===== config.mk =====
export PLATFORM = sky130hd
export DESIGN_NAME = lap_core
export DESIGN_NICKNAME = d
export VERILOG_FILES = /design/src/design/lap_pkg.sv /design/src/design/lap_core.sv
export SDC_FILE = /design/constraint.sdc
export NUM_CORES = 1
export LEC_CHECK = 0
export ABC_AREA = 1
export BUFFER_PORTS_ARGS = -buffer_cell sky130_fd_sc_hd__buf_2
export CAP_MARGIN = 5
export CORE_ASPECT_RATIO = 1.75
export CORE_MARGIN = 10
export CORE_UTILIZATION = 65
export CTS_CLUSTER_SIZE = 16
export DETAILED_ROUTE_END_ITERATION = 12
export GPL_ROUTABILITY_DRIVEN = 0
export GPL_TIMING_DRIVEN = 0
export HOLD_SLACK_MARGIN = 0.02
export PLACE_DENSITY = 0.89
export SLEW_MARGIN = 20
export SYNTH_ARGS = -nofsm -noshare
export SYNTH_HDL_FRONTEND = slang
export SYNTH_SLANG_ARGS = --single-unit

===== constraint.sdc =====
create_clock -name clk -period 11.2 [get_ports clk]
set_clock_uncertainty 0.15 [all_clocks]
set_input_delay 0.56 -clock clk [delete_from_list [all_inputs] [get_ports clk]]
set_output_delay 0.56 -clock clk [all_outputs]
set_load 0.1 [all_outputs]

===== src/design/lap_pkg.sv =====
package lap_pkg;

    // line buffer geometry
    localparam int MAX_WIDTH = 1024;
    localparam int COL_W     = $clog2(MAX_WIDTH);
    localparam int ROW_W     = 16;

    // configuration port
    localparam int CFG_W       = 16;
    localparam int CFG_IDX_W   = 2;
    localparam int WIDTH_REG_W = 11;

    localparam logic [CFG_IDX_W-1:0] REG_KERNEL = 2'd0;
    localparam logic [CFG_IDX_W-1:0] REG_WIDTH  = 2'd1;
    localparam logic [CFG_IDX_W-1:0] REG_HEIGHT = 2'd2;

    localparam logic [WIDTH_REG_W-1:0] WIDTH_RESET  = 11'd512;
    localparam logic [ROW_W-1:0]       HEIGHT_RESET = 16'd512;
    localparam logic [ROW_W-1:0]       HEIGHT_MIN   = 16'd3;

    // input commands
    localparam logic CMD_PIXEL = 1'b0;
    localparam logic CMD_DRAIN = 1'b1;

    typedef logic [7:0] pixel_t;

    typedef enum logic [1:0] {
        KERNEL_CROSS     = 2'd0,
        KERNEL_CROSS_NEG = 2'd1,
        KERNEL_BOX       = 2'd2,
        KERNEL_BOX_NEG   = 2'd3
    } kernel_t;

    // one result item
    typedef struct packed {
        pixel_t pixel;
        logic   last;
    } lap_result_t;

    // results produced by one accepted item
    typedef struct packed {
        logic [1:0]  count;
        lap_result_t first;
        lap_result_t second;
    } lap_push_t;

    // line buffer access for one cycle
    typedef struct packed {
        logic             wr_en;
        logic [COL_W-1:0] wr_addr;
        pixel_t           older_wd;
        pixel_t           newer_wd;
        logic [COL_W-1:0] rd_addr;
    } lap_mem_req_t;

    // 3x3 kernel sum, low 8 bits; taps indexed row * 3 + column
    function automatic pixel_t lap_filter(kernel_t sel, logic [8:0][7:0] taps);
        logic [9:0]  side_sum;
        logic [10:0] ring;
        pixel_t      centre;
        pixel_t      v;
        side_sum = {2'b00, taps[1]} + {2'b00, taps[3]} + {2'b00, taps[5]} + {2'b00, taps[7]};
        ring     = {1'b0, side_sum} + {3'b000, taps[0]} + {3'b000, taps[2]}
                 + {3'b000, taps[6]} + {3'b000, taps[8]};
        centre   = taps[4];
        case (sel)
            KERNEL_CROSS:     v = side_sum[7:0] - {centre[5:0], 2'b00};
            KERNEL_CROSS_NEG: v = {centre[5:0], 2'b00} - side_sum[7:0];
            KERNEL_BOX:       v = ring[7:0] - {centre[4:0], 3'b000};
            KERNEL_BOX_NEG:   v = {centre[4:0], 3'b000} - ring[7:0];
            default:          v = centre;
        endcase
        return v;
    endfunction

endpackage


===== src/design/lap_core.sv =====
module lap_core (
    input  logic                              clk,
    input  logic                              rst_n,
    input  logic                              accept,
    input  logic                              command,
    input  lap_pkg::pixel_t                   pixel_in,
    input  logic                              cfg_write_en,
    input  logic [lap_pkg::CFG_IDX_W-1:0]     cfg_index,
    input  logic [lap_pkg::CFG_W-1:0]         cfg_data,
    input  lap_pkg::pixel_t                   older_rd,
    input  lap_pkg::pixel_t                   newer_rd,
    output lap_pkg::lap_mem_req_t             mem_req,
    output lap_pkg::lap_push_t                push
);
    import lap_pkg::*;

    kernel_t                kernel_reg;
    logic [WIDTH_REG_W-1:0] width_reg;
    logic [ROW_W-1:0]       height_reg;
    logic [COL_W-1:0]       column_count_reg, column_count_next;
    logic [ROW_W-1:0]       row_count_reg, row_count_next;
    logic [COL_W-1:0]       drain_count_reg, drain_count_next;
    logic [5:0][7:0]        window_reg;

    logic [COL_W-1:0]       last_col;
    logic [ROW_W-1:0]       h_eff;
    logic                   frame_full;
    logic                   col_last;
    logic                   drain_last;
    logic                   pixel_go;
    logic                   drain_go;
    logic                   restart;
    logic                   interior;
    logic [8:0][7:0]        taps;
    pixel_t                 filtered;

    // effective frame size
    always_comb
    begin
        if (width_reg < WIDTH_REG_W'(3))
            last_col = COL_W'(2);
        else if (int'(width_reg) > MAX_WIDTH)
            last_col = COL_W'(MAX_WIDTH - 1);
        else
            last_col = COL_W'(width_reg - WIDTH_REG_W'(1));
        h_eff = (height_reg < HEIGHT_MIN) ? HEIGHT_MIN : height_reg;
    end

    assign frame_full = (row_count_reg >= h_eff);
    assign col_last   = (column_count_reg == last_col);
    assign drain_last = (drain_count_reg == last_col);
    assign pixel_go   = accept && (command == CMD_PIXEL) && !frame_full;
    assign drain_go   = accept && (command == CMD_DRAIN) && frame_full;
    assign restart    = cfg_write_en && ((cfg_index == REG_WIDTH) || (cfg_index == REG_HEIGHT));

    // counter update
    always_comb
    begin
        column_count_next = column_count_reg;
        row_count_next    = row_count_reg;
        drain_count_next  = drain_count_reg;
        if (restart)
        begin
            column_count_next = '0;
            row_count_next    = '0;
            drain_count_next  = '0;
        end
        else if (drain_go)
        begin
            if (drain_last)
            begin
                column_count_next = '0;
                row_count_next    = '0;
                drain_count_next  = '0;
            end
            else
                drain_count_next = drain_count_reg + COL_W'(1);
        end
        else if (pixel_go)
        begin
            if (col_last)
            begin
                column_count_next = '0;
                row_count_next    = row_count_reg + ROW_W'(1);
            end
            else
                column_count_next = column_count_reg + COL_W'(1);
        end
    end

    // window taps: column c-2 from the window, c-1 from the window, c from buffers and pixel_in
    always_comb
    begin
        taps[0] = window_reg[0];
        taps[1] = window_reg[3];
        taps[2] = older_rd;
        taps[3] = window_reg[1];
        taps[4] = window_reg[4];
        taps[5] = newer_rd;
        taps[6] = window_reg[2];
        taps[7] = window_reg[5];
        taps[8] = pixel_in;
    end

    assign filtered = lap_filter(kernel_reg, taps);
    assign interior = (row_count_reg >= ROW_W'(2)) && (column_count_reg >= COL_W'(2));

    // results of this item
    always_comb
    begin
        push.count        = 2'd0;
        push.first.pixel  = interior ? filtered : window_reg[4];
        push.first.last   = 1'b0;
        push.second.pixel = newer_rd;
        push.second.last  = 1'b0;
        if (drain_go)
        begin
            push.count       = 2'd1;
            push.first.pixel = newer_rd;
            push.first.last  = drain_last;
        end
        else if (pixel_go && (row_count_reg != '0) && (column_count_reg != '0))
            push.count = col_last ? 2'd2 : 2'd1;
    end

    // line buffer access, read address runs one item ahead
    always_comb
    begin
        mem_req.wr_en    = pixel_go;
        mem_req.wr_addr  = column_count_reg;
        mem_req.older_wd = newer_rd;
        mem_req.newer_wd = pixel_in;
        mem_req.rd_addr  = (row_count_next >= h_eff) ? drain_count_next : column_count_next;
    end

    // configuration registers
    always_ff @(posedge clk or negedge rst_n)
    begin
        if (!rst_n)
        begin
            kernel_reg <= KERNEL_CROSS;
            width_reg  <= WIDTH_RESET;
            height_reg <= HEIGHT_RESET;
        end
        else if (cfg_write_en)
        begin
            unique case (cfg_index)
                REG_KERNEL: kernel_reg <= kernel_t'(cfg_data[1:0]);
                REG_WIDTH:  width_reg  <= cfg_data[WIDTH_REG_W-1:0];
                REG_HEIGHT: height_reg <= cfg_data[ROW_W-1:0];
                default:    ;
            endcase
        end
    end

    // frame position
    always_ff @(posedge clk or negedge rst_n)
    begin
        if (!rst_n)
        begin
            column_count_reg <= '0;
            row_count_reg    <= '0;
            drain_count_reg  <= '0;
        end
        else
        begin
            column_count_reg <= column_count_next;
            row_count_reg    <= row_count_next;
            drain_count_reg  <= drain_count_next;
        end
    end

    // sliding window of the two previous columns
    always_ff @(posedge clk or negedge rst_n)
    begin
        if (!rst_n)
            window_reg <= '0;
        else if (pixel_go)
        begin
            window_reg[0] <= window_reg[3];
            window_reg[1] <= window_reg[4];
            window_reg[2] <= window_reg[5];
            window_reg[3] <= older_rd;
            window_reg[4] <= newer_rd;
            window_reg[5] <= pixel_in;
        end
    end

endmodule


== Word-level counts from Yosys, hierarchy flattened ==
Index checks and enable logic that the tools add are counted.

* Bits in registers: 113
* Latch bits: 0
* Bits in writable memories: 0
* ROM bits: 0
* Output and inout port bits: 57
* Logic and storage cells: 82
* Memories kept: 0

* Add/subtract/negate cells: 15
* Multiply operators: 0
* Div/mod/pow operators: 0
* $lt $le $gt $ge: 7
* Eq/ne operators: 7
* Shift-type cells: 0
* Muxes and demuxes: 23
* Bitwise logic cells: 1
* Reductions and logical operators: 17

{| class="wikitable"
|+ Operator list
! kind !! number
|-
| 2-to-1 mux 10 bit || 11
|-
| 2-to-1 mux 16 bit || 6
|-
| adder 8 bit || 7
|-
| >= comparator 16 bit || 2
|-
| one-hot mux 8 bit (4 select lines) || 1
|-
| subtractor 8 bit || 4
|-
| adder 10 x 1 -> 10 bit, second input constant || 2
|-
| equality test 10 bit || 2
|-
| adder 16 x 1 -> 16 bit, second input constant || 1
|-
| >= comparator 16 x 2 -> 1 bit, second input constant || 1
|-
| < comparator 16 x 2 -> 1 bit, second input constant || 1
|-
| nonzero test 16 bit || 1
|-
| greater-than comparator 11 bit, second input constant || 1
|-
| < comparator 11 x 2 -> 1 bit, second input constant || 1
|-
| >= comparator 10 x 2 -> 1 bit, second input constant || 1
|-
| nonzero test 10 bit || 1
|-
| subtractor 10 x 1 -> 10 bit, second input constant || 1
|-
| 2-to-1 mux 9 bit || 1
|-
| logical AND 1 bit || 8
|-
| 2-to-1 mux 8 bit || 1
|-
| equality test 2 bit, second input constant || 3
|-
| 2-to-1 mux 2 bit || 3
|-
| AND reduction 2 bit || 3
|-
| equality test 2 x 1 -> 1 bit, second input constant || 2
|-
| other kinds (4) || 5
|}

== Logic depth before layout (Yosys ltp) ==
* Depth after elaboration: 11
* Gate-level depth with buffers: 34
* Depth with buffers taken out: 33

== Worst setup path before layout ==
OpenSTA, ideal clock, no wires.

* Path type: input port to output port
* Start point: input port newer_rd[1]
* End point: output port push[17] (netlist name)
* Arrival time: 6.728 ns
* Required time: 10.490 ns
* Slack: 3.762 ns
* Cell stages on the path: 28
* Buffers on the path: 0
* Path through: inv_1 fa_1 fa_1 inv_1 ha_1 fa_1 xor2_1 inv_1 fa_1 inv_1 ha_1 a21oi_1 and2_1 xor2_1 inv_1 ha_1 nand3_1 o21ai_0 inv_1 nor2_1 nor2_1 o21bai_1 inv_1 nand2_1 nand3_1 nand3_1 nand2_1 a21oi_1

{| class="wikitable"
|+ RTL lines
! item !! line !! RTL
|-
| from (decl) || lap_core.sv:11 || <nowiki>input lap_pkg::pixel_t newer_rd,</nowiki>
|-
| to (decl) || lap_core.sv:13 || <nowiki>output lap_pkg::lap_push_t push</nowiki>
|}

==> impl_metrics.env <==
export IMPL_clk_latency_ns=0.43
export IMPL_numPlacedInstances=1609
export IMPL_grt_first_pass_wirelength_um=52380
export IMPL_cts_sinks=113
export IMPL_crit_family="adder cells"
export IMPL_slew_viol_final=0
export IMPL_cts_tree="built"
export IMPL_cp_required_ns=10.49
export IMPL_antennaDiodeCount=0
export IMPL_cts_buffers_inserted=17
export IMPL_crit_fanout=6
export IMPL_finalSetupTns_ns=0
export IMPL_via_per_inst=6.024
export IMPL_cp_depth=29
export IMPL_drt_pass1_iterations=7
export IMPL_worst_path_most_repeated_cell="inv_1"
export IMPL_grt_overflow=0
export IMPL_ff2ff_setup_slack_ns=6.74
export IMPL_ys_types=50
export IMPL_min_to="taps[14]"
export IMPL_htree_levels=4
export IMPL_cp_num_buf_inv=8
export IMPL_async_reset_ff_share_pct=100.0
export IMPL_worstMarginPinSlew_ns=0.7753
export IMPL_via_count=9892
export IMPL_start_util_pct=66.74
export IMPL_synth_seq_cells=113
export IMPL_port_buffers=102
export IMPL_critPathLaunchType="register"
export IMPL_pin_count=104
export IMPL_largest_reg_flops=48
export IMPL_cts_root_buf="clkbuf_16"
export IMPL_layout_drive_gt1_share_pct=14.09
export IMPL_die_area_mm2=0.02029
export IMPL_antenna_found_initial=1
export IMPL_ys_seq_area_share_pct=29.37
export IMPL_whs_ns=0.2088
export IMPL_r2r_end="taps[39]"
export IMPL_avgSynthCellArea_um2=7.268
export IMPL_final_common_cell="nand2_1"
export IMPL_post_dp_hpwl_um=23670
export IMPL_critPathSlowestCell="fa_1"
export IMPL_synth_edf_count=0
export IMPL_slew_limit_headroom_pct=48.32
export IMPL_hold_violations=0
export IMPL_yosysWarnings=0
export IMPL_max_stage_delay_ns=0.55
export IMPL_layoutNonFillerInstCount=1642
export IMPL_synthCells=1326
export IMPL_worst_slack_ns=3.536
export IMPL_rsz0062_at_grt="false"
export IMPL_syn_nets=1486
export IMPL_endpoint_kind="output pin"
export IMPL_fin_crit_sh_pct=68.43
export IMPL_die_height_um=181.1
export IMPL_cap_violations=0
export IMPL_dpl_worst_slack_ns=3.635
export IMPL_grtUsageTotal_pct=32.28
export IMPL_r2r_start="height_reg[6]"
export IMPL_syn_area_mm2=0.009638
export IMPL_grt_max_degree=77
export IMPL_rows=58
export IMPL_area_growth_pct=14.88
export IMPL_fmax_ghz=0.1305
export IMPL_die_x_um=112.1
export IMPL_finalNetCount=1609
export IMPL_drt_iter0_drc=1050
export IMPL_period_needed_ns=7.664
export IMPL_hold_depth=3
export IMPL_remaining_drc_errors=0
export IMPL_rr_worst_depth=18
export IMPL_coreArea_mm2=0.01444
export IMPL_wire_per_inst_um=19.69
export IMPL_cts_setup_buffers=0
export IMPL_status="finished clean"
export IMPL_worstHoldStart="older_rd[6]"
export IMPL_cp_arrival_ns=6.95
export IMPL_routed_wl_um=32340
export IMPL_setup_viol=0
export IMPL_postRouteAntennaNets=0
export IMPL_final_cell_mix="nand2_1 (352), inv_1 (200), dfrtp_1 (111)"
export IMPL_clockBufferDepth=2
export IMPL_cts_clk_slew_worst_paths_ns=0.07
export IMPL_grt_pass1_vias=10490
export IMPL_synth_ff_type="dfrtp_1"
export IMPL_hold_path_class="primary input to register"
export IMPL_path_class="register to output pin"
==> tightest hold or removal path: stages <==
cell	delay, ns
buf_2	0.10
nand2_1	0.05
nand2_1	0.05
==> layer usage <==
layer | share of wire, % | GRT usage [%] | vias up
met1 | 31 | 30.32 | 4592
met4 | 8.5 | 25.18 | 4
met5 | 0.17 | 1.276 | -
met3 | 7.4 | 7.629 | 214
li1 | - | - | 4505
met2 | 53 | 58.00 | 577
==> metrics by stage <==
step,utilization [%],instance area (um2)
4_1_cts,76.67,11070
2_1_floorplan,-,9638
3_5_place_dp,72.11,10410
6_report,76.67,11070
5_1_grt,76.67,11070
3_3_place_gp,71.83,10370
==> cell type report <==
type                       instances  area (um2)
inverter                         203       762.0
timing repair buffer             104       554.3
fill                            1098        3369
sequential                       113        2830
buffer                            54       342.8
clock buffer                      17       425.4
clock inverter                    15       222.7
tap                              180       225.2
multi-input combinational        956        5709
==> timing repair <==
item | in CTS | in global routing
gates resized for setup | 0 | 0
hold buffers | 1 | 0
endpoints found under the hold margin | 37 | 0
==> worst max path at each step <==
stage / slack, ns / from / endpoint
floorplan: 3.76 / newer_rd[1] / push[17]
global placement: 3.80 / newer_rd[1] / push[17]
detailed placement: 3.63 / newer_rd[1] / push[17]
CTS: 3.53 / taps[9] / push[17]
global route: 3.13 / taps[9] / push[17]
finish: 3.54 / taps[9] / push[17]
==> synth_stat cells (16+ instances only) <==
library cell / number / area share (%)
a21oi_1: 60 / 3.1
nand4_1: 29 / 1.9
buf_4: 26 / 2.0
nor3_1: 22 / 1.1
dfrtp_1: 111 / 29
xor2_1: 16 / 1.5
fa_1: 36 / 7.5
o21ai_0: 99 / 5.1
nand2_1: 352 / 14
inv_1: 200 / 7.8
nand3_1: 89 / 4.6
nor2_1: 85 / 3.3
ha_1: 77 / 10
clkbuf_1: 16 / 0.62
==> cells by family after synthesis <==
| kind of cell | Yosys count | share of synthesized area, % |
|---|---|---|
| simple gates | 622 | 28.07 |
| buf+inv | 257 | 11.46 |
| compound gates | 192 | 10.89 |
| fa+ha+maj | 113 | 17.47 |
| flops | 113 | 29.37 |
| xor+xnor | 28 | 2.700 |
| other cells | 1 | 0.03891 |
Power is left out: the tool's default activity adds up to more than one toggle a clock period on the data nets, which glitch-free logic cannot reach.
