==> config.mk <==
export PLATFORM = sky130hd
export DESIGN_NAME = lap_out_queue
export DESIGN_NICKNAME = d
export VERILOG_FILES = /design/src/design/lap_pkg.sv /design/src/design/lap_out_queue.sv
export SDC_FILE = /design/constraint.sdc
export NUM_CORES = 1
export LEC_CHECK = 0
export ABC_AREA = 1
export BUFFER_PORTS_ARGS = -buffer_cell sky130_fd_sc_hd__buf_2
export CAP_MARGIN = 10
export CELL_PAD_IN_SITES_DETAIL_PLACEMENT = 1
export CELL_PAD_IN_SITES_GLOBAL_PLACEMENT = 2
export CORE_UTILIZATION = 36
export DETAILED_ROUTE_END_ITERATION = 12
export GPL_TIMING_DRIVEN = 0
export PLACE_DENSITY_LB_ADDON = 0.1
export SLEW_MARGIN = 20
export SYNTH_ARGS = -nofsm -noshare
export SYNTH_HDL_FRONTEND = slang
export SYNTH_SLANG_ARGS = --single-unit
==> constraint.sdc <==
create_clock -name clk -period 2.7 [get_ports clk]
set_clock_uncertainty 0.1 [all_clocks]
set_input_delay 0.27 -clock clk [delete_from_list [all_inputs] [get_ports clk]]
set_output_delay 0.27 -clock clk [all_outputs]
set_load 0.01 [all_outputs]
==> src/design/lap_pkg.sv <==
package lap_pkg;

    // line buffer geometry
    localparam int MAX_WIDTH = 1024;
    localparam int COL_W     = $clog2(MAX_WIDTH);
    localparam int ROW_W     = 16;

    // configuration port
    localparam int CFG_W       = 16;
    localparam int CFG_IDX_W   = 2;
    localparam int WIDTH_REG_W = 11;

    localparam logic [CFG_IDX_W-1:0] REG_KERNEL = 2'd0;
    localparam logic [CFG_IDX_W-1:0] REG_WIDTH  = 2'd1;
    localparam logic [CFG_IDX_W-1:0] REG_HEIGHT = 2'd2;

    localparam logic [WIDTH_REG_W-1:0] WIDTH_RESET  = 11'd512;
    localparam logic [ROW_W-1:0]       HEIGHT_RESET = 16'd512;
    localparam logic [ROW_W-1:0]       HEIGHT_MIN   = 16'd3;

    // input commands
    localparam logic CMD_PIXEL = 1'b0;
    localparam logic CMD_DRAIN = 1'b1;

    typedef logic [7:0] pixel_t;

    typedef enum logic [1:0] {
        KERNEL_CROSS     = 2'd0,
        KERNEL_CROSS_NEG = 2'd1,
        KERNEL_BOX       = 2'd2,
        KERNEL_BOX_NEG   = 2'd3
    } kernel_t;

    // one result item
    typedef struct packed {
        pixel_t pixel;
        logic   last;
    } lap_result_t;

    // results produced by one accepted item
    typedef struct packed {
        logic [1:0]  count;
        lap_result_t first;
        lap_result_t second;
    } lap_push_t;

    // line buffer access for one cycle
    typedef struct packed {
        logic             wr_en;
        logic [COL_W-1:0] wr_addr;
        pixel_t           older_wd;
        pixel_t           newer_wd;
        logic [COL_W-1:0] rd_addr;
    } lap_mem_req_t;

    // 3x3 kernel sum, low 8 bits; taps indexed row * 3 + column
    function automatic pixel_t lap_filter(kernel_t sel, logic [8:0][7:0] taps);
        logic [9:0]  side_sum;
        logic [10:0] ring;
        pixel_t      centre;
        pixel_t      v;
        side_sum = {2'b00, taps[1]} + {2'b00, taps[3]} + {2'b00, taps[5]} + {2'b00, taps[7]};
        ring     = {1'b0, side_sum} + {3'b000, taps[0]} + {3'b000, taps[2]}
                 + {3'b000, taps[6]} + {3'b000, taps[8]};
        centre   = taps[4];
        case (sel)
            KERNEL_CROSS:     v = side_sum[7:0] - {centre[5:0], 2'b00};
            KERNEL_CROSS_NEG: v = {centre[5:0], 2'b00} - side_sum[7:0];
            KERNEL_BOX:       v = ring[7:0] - {centre[4:0], 3'b000};
            KERNEL_BOX_NEG:   v = {centre[4:0], 3'b000} - ring[7:0];
            default:          v = centre;
        endcase
        return v;
    endfunction

endpackage

==> src/design/lap_out_queue.sv <==
module lap_out_queue (
    input  logic               clk,
    input  logic               rst_n,
    input  lap_pkg::lap_push_t push,
    input  logic               out_stall,
    output logic               out_valid,
    output lap_pkg::pixel_t    pixel_out,
    output logic               frame_last,
    output logic [2:0]         level
);
    import lap_pkg::*;

    localparam logic [1:0] LAST_SLOT = 2'd3;

    lap_result_t slot_reg [4];
    logic [2:0]  level_reg, level_next;
    logic [1:0]  rd_ptr_reg;
    logic [1:0]  wr_ptr_reg;
    logic [1:0]  wr_ptr_plus;
    logic        pop;

    function automatic logic [1:0] ptr_inc(logic [1:0] p);
        return (p == LAST_SLOT) ? 2'd0 : p + 2'd1;
    endfunction

    assign wr_ptr_plus = ptr_inc(wr_ptr_reg);
    assign pop         = out_valid && !out_stall;
    assign level_next  = level_reg + {1'b0, push.count} - {2'b00, pop};

    // pointers and fill level
    always_ff @(posedge clk or negedge rst_n)
    begin
        if (!rst_n)
        begin
            level_reg  <= '0;
            rd_ptr_reg <= '0;
            wr_ptr_reg <= '0;
        end
        else
        begin
            level_reg <= level_next;
            if (pop)
                rd_ptr_reg <= ptr_inc(rd_ptr_reg);
            case (push.count)
                2'd1:    wr_ptr_reg <= wr_ptr_plus;
                2'd2:    wr_ptr_reg <= ptr_inc(wr_ptr_plus);
                default: ;
            endcase
        end
    end

    // result storage
    always_ff @(posedge clk)
    begin
        if (push.count != 2'd0)
            slot_reg[wr_ptr_reg] <= push.first;
        if (push.count == 2'd2)
            slot_reg[wr_ptr_plus] <= push.second;
    end

    assign out_valid  = (level_reg != 3'd0);
    assign pixel_out  = slot_reg[rd_ptr_reg].pixel;
    assign frame_last = slot_reg[rd_ptr_reg].last;
    assign level      = level_reg;

endmodule

## Yosys cells after proc, flatten, opt, wreduce, memory -nomap -nowiden

Memory sizes are Yosys's and may differ from the RTL's.
Index checks and enable logic that the tools add are counted.

- Bits in registers: 7
- Memory bits (writable): 36
- Input port bits: 23
- Output and inout port bits: 13
- Word-level logic and storage cells: 27
- Memories kept: 1

- $add $sub $neg: 5
- Equal/unequal tests: 5
- Multiplexer cells: 8
- Reductions and logical operators: 5

Memory list:

| memory | depth | width | read ports | clocked after Yosys merged registers in | wr ports | RTL line | text |
|---|---|---|---|---|---|---|---|
| slot_reg | 4 | 9 | 1 | 0 | 2 | lap_out_queue.sv:15 | `lap_result_t slot_reg [4];` |

Operators with widths:

| operator | number |
|---|---|
| 2-bit equality test (second input constant) | 4 |
| 2-bit by 1-bit adder with 2-bit output (second input constant) | 3 |
| 2-bit two-way mux | 3 |
| 1-bit two-way mux | 4 |
| 2-bit case mux with 2 select lines | 1 |
| 2-bit nonzero test | 2 |
| 3-bit by 2-bit adder with 3-bit output | 1 |
| 3-bit nonzero test | 1 |
| 3-bit by 1-bit subtractor with 3-bit output | 1 |
| 2-bit by 1-bit equality test with 1-bit output (second input constant) | 1 |
| 1-bit logical AND | 1 |
| 1-bit logical NOT | 1 |

## Logic depth before layout (Yosys ltp)

Gate-level depths: netlist of run 1.

- Word-level depth: 5
- Mapped depth: 13

## Worst setup path after synthesis of run 1

Ideal clock, no wire load.

- Path kind: register to register
- From: reg level_reg[2] (netlist: level[2])
- To: reg level_reg[2] (netlist: level[2])
- Setup time: 0.117 ns
- Arrival time: 1.970 ns
- Required time: 2.483 ns
- Path slack: 0.513 ns
- Cell stages (with the launch flop): 14
- Path buffers: 0
- Clock period less this slack: 2.187 ns
- Cells stage by stage: dfrtp_1 > inv_1 > nand3_1 > nand2_1 > inv_1 > ha_1 > inv_1 > ha_1 > inv_1 > fa_1 > xnor2_1 > inv_1 > nand2_1 > nand2_1

- Word-level cells in the longest chain between the ends: 3
- Elaborated cells between the ends (all ways): 4
- Those cells by class: add/sub: 2; reduce/logical: 2

RTL lines:

| item | RTL line | text |
|---|---|---|
| start: declaration | lap_out_queue.sv:16 | `logic [2:0] level_reg, level_next;` |
| start signal: assignment | lap_out_queue.sv:41 | `level_reg <= level_next;` |
| 3-bit nonzero test | lap_out_queue.sv:61 | `assign out_valid = (level_reg != 3'd0);` |
| via out_valid | lap_out_queue.sv:6 | `output logic out_valid,` |
| 1-bit logical AND | lap_out_queue.sv:27 | `assign pop = out_valid && !out_stall;` |
| via pop | lap_out_queue.sv:20 | `logic pop;` |
| 3-bit by 1-bit subtractor with 3-bit output | lap_out_queue.sv:28 | `assign level_next = level_reg + {1'b0, push.count} - {2'b00, pop};` |
| via level_next[2] | lap_out_queue.sv:16 |  |

The timed path passes the listed nets, and every way through them passes these cells.
A chain may end at the register's enable or synchronous reset.

## Final worst setup path of run 1

- From: reg level_reg[2] (netlist: level[2])
- To: reg level_reg[2] (netlist: level[2])

- Word-level cells in the longest chain between the ends: 3
- Elaborated cells between the ends (all ways): 4
- Those cells by class: add/sub: 2; reduce/logical: 2

RTL lines:

| item | RTL line |
|---|---|
| 3-bit nonzero test | lap_out_queue.sv:61 |
| 1-bit logical AND | lap_out_queue.sv:27 |
| via pop | lap_out_queue.sv:20 |
| 3-bit by 1-bit subtractor with 3-bit output | lap_out_queue.sv:28 |
| via level_next[2] | lap_out_queue.sv:16 |

The timed path passes the listed nets, and every way through them passes these cells.

==> results by group, run 1 <==
STA
  – Setup TNS: 0 ps
  – Slew HR: 0.591
  – Final Hold Vio Count: 0
  – Final period util: 0.844
  – Hold WS: 106 ps
  – Peak Freq: 0.439 GHz
  – Unrepaired setup endpoints after global routing: no
  – Period minus WS final: 2280 ps
  – Total count of max-transition violations in the final report: 0
  – Worst slew pin tran: 610 ps
  – Setup violators final: 0

Power and ir drop
  – Pleak: 1.37 nW
  – PD cells: 1000 mW/mm^2
  – VDD IR max: 0.365 mV
  – Total chip power: 2.91 mW

Floorplan
  – Rows: 30
  – Chip width: 85.4 microns
  – Die height: 85.4 microns
  – I/O pin cnt: 36
  – Die area: 0.00728 sq mm
  – Initial core utilization: 0.370
  – Area of the core: 0.00676 sq mm

Critical path
  – Critical path endpoint category: register
  – CP startpoint kind: register
  – Worst endpoint required time: 2800 ps
  – Crit-path cells: inv_1 -> nand3_1 -> nand2_1 -> inv_1 -> ha_1 -> inv_1 -> ha_1 -> inv_1 -> fa_1 -> xnor2_1 -> inv_1 -> nand2_1 -> nand2_1
  – Crit path kind: register to register
  – CP arrival: 2380 ps
  – CP Buf/Inv Count: 5
  – Top delay family on crit path: adder cells
  – Crit path max fanout: 4
  – CP peak stage delay: 410 ps
  – CP most frequent cell: inv_1
  – Slowest-stage cell, CP: dfrtp_1

Route
  – Final ANT Viol Nets: 0
  – Wire per inst: 15.8 microns
  – Total number of vias: 1868
  – Via density per instance: 4.79
  – DRC viols: 0
  – 1st-iter DRT viols: 46
  – Post-Route WL: 6.16 mm
  – Pre-Repair DR Iteration Count: 4

GRT
  – Vias in the first global route: 1916
  – GRT overflow: 0
  – Pin count of the biggest net entering global routing: 15
  – Initial antenna violation count: 0
  – GR Util All Layers: 0.187
  – First-pass GRT wire length: 9.97 mm

Finish
  – Final net count: 346
  – Fill cell count: 810
  – # diodes: 0
  – Most common cell after layout, fill and taps aside: nand2_1
  – Share of cells above drive strength 1: 0.232
  – Area occupied by multi-input gates: 968 sq um
  – Layout Utilization: 0.431
  – Number of flip-flops in the largest register: 36
  – Final cell count without fillers: 390
  – Area Growth Syn to Fin: 16.3%
  – Sequential cell area: 0.00126 sq mm
  – Commonest non-fill, non-tap cells in the layout: nand2_1, inv_1, buf_2

Yosys
  – Post-synth EDFFs: 36
  – FF+latch count, synth: 43
  – Syn_area_per_cell: 9.55 sq um
  – Ys async rst share: 0.163
  – Netlist area before placement: 0.00250 sq mm
  – Syn Nets: 299
  – Post-synthesis sequential area ratio: 0.502
  – Predominant post-synthesis flop cell: edfxtp_1
  – Synth cell types: 20
  – Ys Warns: 0
  – Syn Inst Count: 262

Run
  – Max-cap violation count: 0

CTS
  – Clk slew on worst S/H paths: 80 ps
  – Clk buf depth: 2
  – Clock root buffer: clkbuf_8
  – H-Tree Depth: 2
  – CTS sink cnt: 43
  – CTS Buf Count: 5
  – Postcts setup bufs: 0
  – TritonCTS clock tree: done
  – Clock latency on the worst-skew pair: 300 ps

Placement
  – Port Buffers: 35
  – Routability cong.: 0.733
  – Inst Count DP: 381
  – DP Wirelength: 4.47 mm

Outcome
  – Outcome: complete, no violations

Worst hold path
  – Type of the most critical hold path: input port to register
[cell families (layout without fill, tap and decap cells)]
group	after synthesis	after routing	share of synthesized area
compound gates	68	68	0.162
xor+xnor	2	2	0.00700
fa+ha+maj	14	14	0.0730
buf+inv	57	105	0.111
flops	43	43	0.502
simple gates	78	78	0.146
[per-layer routing]
metal | global-route usage | wire length, microns
met1 | 0.237 | 2770
met3 | 0.0321 | 179
met2 | 0.327 | 3140
met5 | 0 | 0
met4 | 0.0545 | 72
[final timing paths]
check	cells past startpoint	slack (ps)	startpoint	endpoint
setup / recovery	13	420	level[2]$_DFF_PN0_	level[2]$_DFF_PN0_
setup reg to reg	13	420	level[2]$_DFF_PN0_	level[2]$_DFF_PN0_
max in group asynchronous	2	2100	rst_n	rd_ptr_reg[0]$_DFFE_PN0P_
min in group asynchronous	2	230	rst_n	wr_ptr_reg[1]$_DFFE_PN0P_
hold / removal	2	110	push[18]	level[0]$_DFF_PN0_
hold reg to reg	2	420	level[2]$_DFF_PN0_	level[2]$_DFF_PN0_
[cell usage after synthesis (5+ instances only)]
| library cell | instances | share of area |
|---|---|---|
| dfrtp_1 | 7 | 0.070 |
| ha_1 | 13 | 0.065 |
| o21ai_2 | 11 | 0.039 |
| inv_1 | 46 | 0.069 |
| nand2_1 | 66 | 0.099 |
| nand3_1 | 5 | 0.010 |
| o211ai_1 | 9 | 0.027 |
| a21oi_1 | 10 | 0.020 |
| o21ai_1 | 25 | 0.050 |
| o21ai_0 | 13 | 0.026 |
| edfxtp_1 | 36 | 0.43 |
| buf_6 | 6 | 0.027 |
[through the flow]
| stage | setup slack, ps | cell area, sq um |
|---|---|---|
| 2_1_floorplan | 513 | 2500 |
| 3_3_place_gp | 95.6 | 2780 |
| 3_5_place_dp | 418 | 2810 |
| 4_1_cts | 383 | 2910 |
| 5_1_grt | 235 | 2910 |
| 6_report | 421 | 2910 |
[what timing repair did]
| action | in CTS | in global routing |
|---|---|---|
| resized for setup | 0 | 0 |
| hold buffers | 1 | 0 |
| hold endpoints to repair | 7 | 0 |
[power by group]
part	switching, mW	internal (mW)	leakage (nW)
clock	0.230	0.180	0.0402
combinational	0.888	0.517	0.912
sequential	0.0876	1.01	0.421
total	1.21	1.71	1.37
[worst register-to-register path, cell delays in order, from the launching register on]
cell     delay [ps]
dfrtp_1         410
inv_1            80
nand3_1         130
nand2_1         130
inv_1            50
ha_1            260
inv_1            60
ha_1            140
inv_1            50
fa_1            380
xnor2_1         230
inv_1            70
nand2_1          60
nand2_1          40
[cell type report]
class	count	area share
Buffer	11	0.0357
Tap cell	80	0.0344
Multi-Input combinational cell	162	0.333
Timing Repair Buffer	40	0.0753
Clock inverter	3	0.00688
Inverter	46	0.0594
Clock buffer	5	0.0237
Sequential cell	43	0.432
Power figures use the tool's default switching activity.
==> run 2: changes to the inputs <==
==> constraint.sdc (replaced) <==
create_clock -name clk -period 2.3 [get_ports clk]
set_clock_uncertainty 0.1 [all_clocks]
set_input_delay 0.23 -clock clk [delete_from_list [all_inputs] [get_ports clk]]
set_output_delay 0.23 -clock clk [all_outputs]
set_load 0.01 [all_outputs]
==> results by group, run 2 (synthesized netlist as in run 1, its figures left out) <==
STA
  – Final period util: 0.944
  – Peak Freq: 0.461 GHz
  – Period minus WS final: 2170 ps
  – Worst slew pin tran: 607 ps
  – Hold WS: 65.7 ps
  – Final Hold Vio Count: 0
  – Total count of max-transition violations in the final report: 0
  – Slew HR: 0.592
  – Setup violators final: 0

Route
  – 1st-iter DRT viols: 40
  – Pre-Repair DR Iteration Count: 4
  – DRC viols: 0
  – Post-Route WL: 6.25 mm
  – Final ANT Viol Nets: 0
  – Wire per inst: 16.0 microns
  – Via density per instance: 4.77
  – Total number of vias: 1864

Floorplan
  – Die area: 0.00728 sq mm
  – Initial core utilization: 0.370
  – I/O pin cnt: 36
  – Chip width: 85.4 microns
  – Die height: 85.4 microns
  – Area of the core: 0.00676 sq mm
  – Rows: 30

Finish
  – Most common cell after layout, fill and taps aside: nand2_1
  – Commonest non-fill, non-tap cells in the layout: nand2_1, inv_1, buf_2
  – Share of cells above drive strength 1: 0.251
  – Area Growth Syn to Fin: 17.3%
  – # diodes: 0
  – Final cell count without fillers: 391
  – Number of flip-flops in the largest register: 36
  – Final net count: 347
  – Cell area after layout: 0.00293 sq mm

GRT
  – Met2 Use GR: 0.328
  – Pin count of the biggest net entering global routing: 15
  – First-pass GRT wire length: 9.99 mm
  – GRT met1 Usage: 0.237
  – Most Crowded Layer GR: met2
  – Initial antenna violation count: 0
  – GR Util All Layers: 0.187
  – GR Util met3: 0.0321
  – GRT overflow: 0
  – Vias in the first global route: 1922

Placement
  – DP Wirelength: 4.47 mm
  – Routability cong.: 0.733
  – Port Buffers: 35
  – Inst Count DP: 381
  – Area after DPL: 0.00281 sq mm

Worst hold path
  – Type of the most critical hold path: input port to register
  – Hold Crit Start: push[18]

Run
  – Max-cap violation count: 0

Critical path
  – Worst setup path start: level[2]$_DFF_PN0_
  – CP Buf/Inv Count: 5
  – Crit path max fanout: 4
  – Crit path kind: register to register
  – Critical path endpoint category: register
  – Slowest-stage cell, CP: dfrtp_1
  – CP peak stage delay: 400 ps
  – CP most frequent cell: inv_1
  – CP arrival: 2270 ps
  – Worst endpoint required time: 2400 ps
  – Top delay family on crit path: adder cells
  – R2r startpoint: level[2]$_DFF_PN0_
  – CP startpoint kind: register
  – Crit-path cells: inv_1 -> nand3_2 -> nand2_2 -> inv_1 -> ha_1 -> inv_1 -> ha_1 -> inv_1 -> fa_2 -> xnor2_2 -> inv_1 -> nand2_1 -> nand2_1
  – Flop2flop setup slack: 130 ps

Power and ir drop
  – PD cells: 1190 mW/mm^2
  – Pleak: 1.38 nW
  – VDD IR max: 0.453 mV
  – Total chip power: 3.48 mW

CTS
  – CTS sink cnt: 43
  – TritonCTS clock tree: done
  – Clk buf depth: 2
  – Clock root buffer: clkbuf_8
  – Clk slew on worst S/H paths: 80 ps
  – CTS Buf Count: 5
  – H-Tree Depth: 2
  – Clock latency on the worst-skew pair: 300 ps

Outcome
  – Outcome: complete, no violations
## run 2: area by class of cell
type                       instances  area, sq um
timing repair buffer              41          226
tap                               80          100
buffer                            11          104
fill                             810         3820
multi-input combinational        162          986
sequential                        43         1260
inverter                          46          173
clock inverter                     3         20.0
clock buffer                       5         68.8
## run 2: worst paths after layout
path,depth (start not counted),endpoint
min in group asynchronous,2,wr_ptr_reg[1]$_DFFE_PN0P_
max,13,level[2]$_DFF_PN0_
max in group asynchronous,2,rd_ptr_reg[0]$_DFFE_PN0P_
min,2,level[0]$_DFF_PN0_
min reg2reg,3,level[2]$_DFF_PN0_
max reg2reg,13,level[2]$_DFF_PN0_
## run 2: report_power, final
group / internal [mW] / switching [mW]
clock network: 0.211 / 0.268
logic: 0.643 / 1.07
registers: 1.19 / 0.104
## run 2: timing repair
item,4_1_cts,5_1_grt
setup endpoints to repair,1,1
hold endpoints to repair,7,0
pin swaps,0,1
resized for setup,1,4
setup buffers,0,1
hold buffers,1,0
## run 2: layer usage
metal / share of wire / up-vias
li1: - / 958
met1: 0.45 / 871
met2: 0.51 / 28
met3: 0.031 / 7
met4: 0.012 / 0
met5: 0 / -
## run 2: per-stage QoR
stage	utilization	worst slack, ps	setup TNS, ps
after global routing	0.434	-30.6	-30.6
after detailed placement	0.416	17.9	0
after global placement	0.411	-304	-9060
final	0.434	128	0
after floorplan	-	113	0
after CTS	0.432	27.9	0
## run 2: worst reg2reg max path, stage by stage (launching register included)
cell and delay, ps:
dfrtp_1 400, inv_1 90, nand3_2 120, nand2_2 100, inv_1 40, ha_1 260
inv_1 60, ha_1 130, inv_1 60, fa_2 370, xnor2_2 190, inv_1 60
nand2_1 50, nand2_1 40
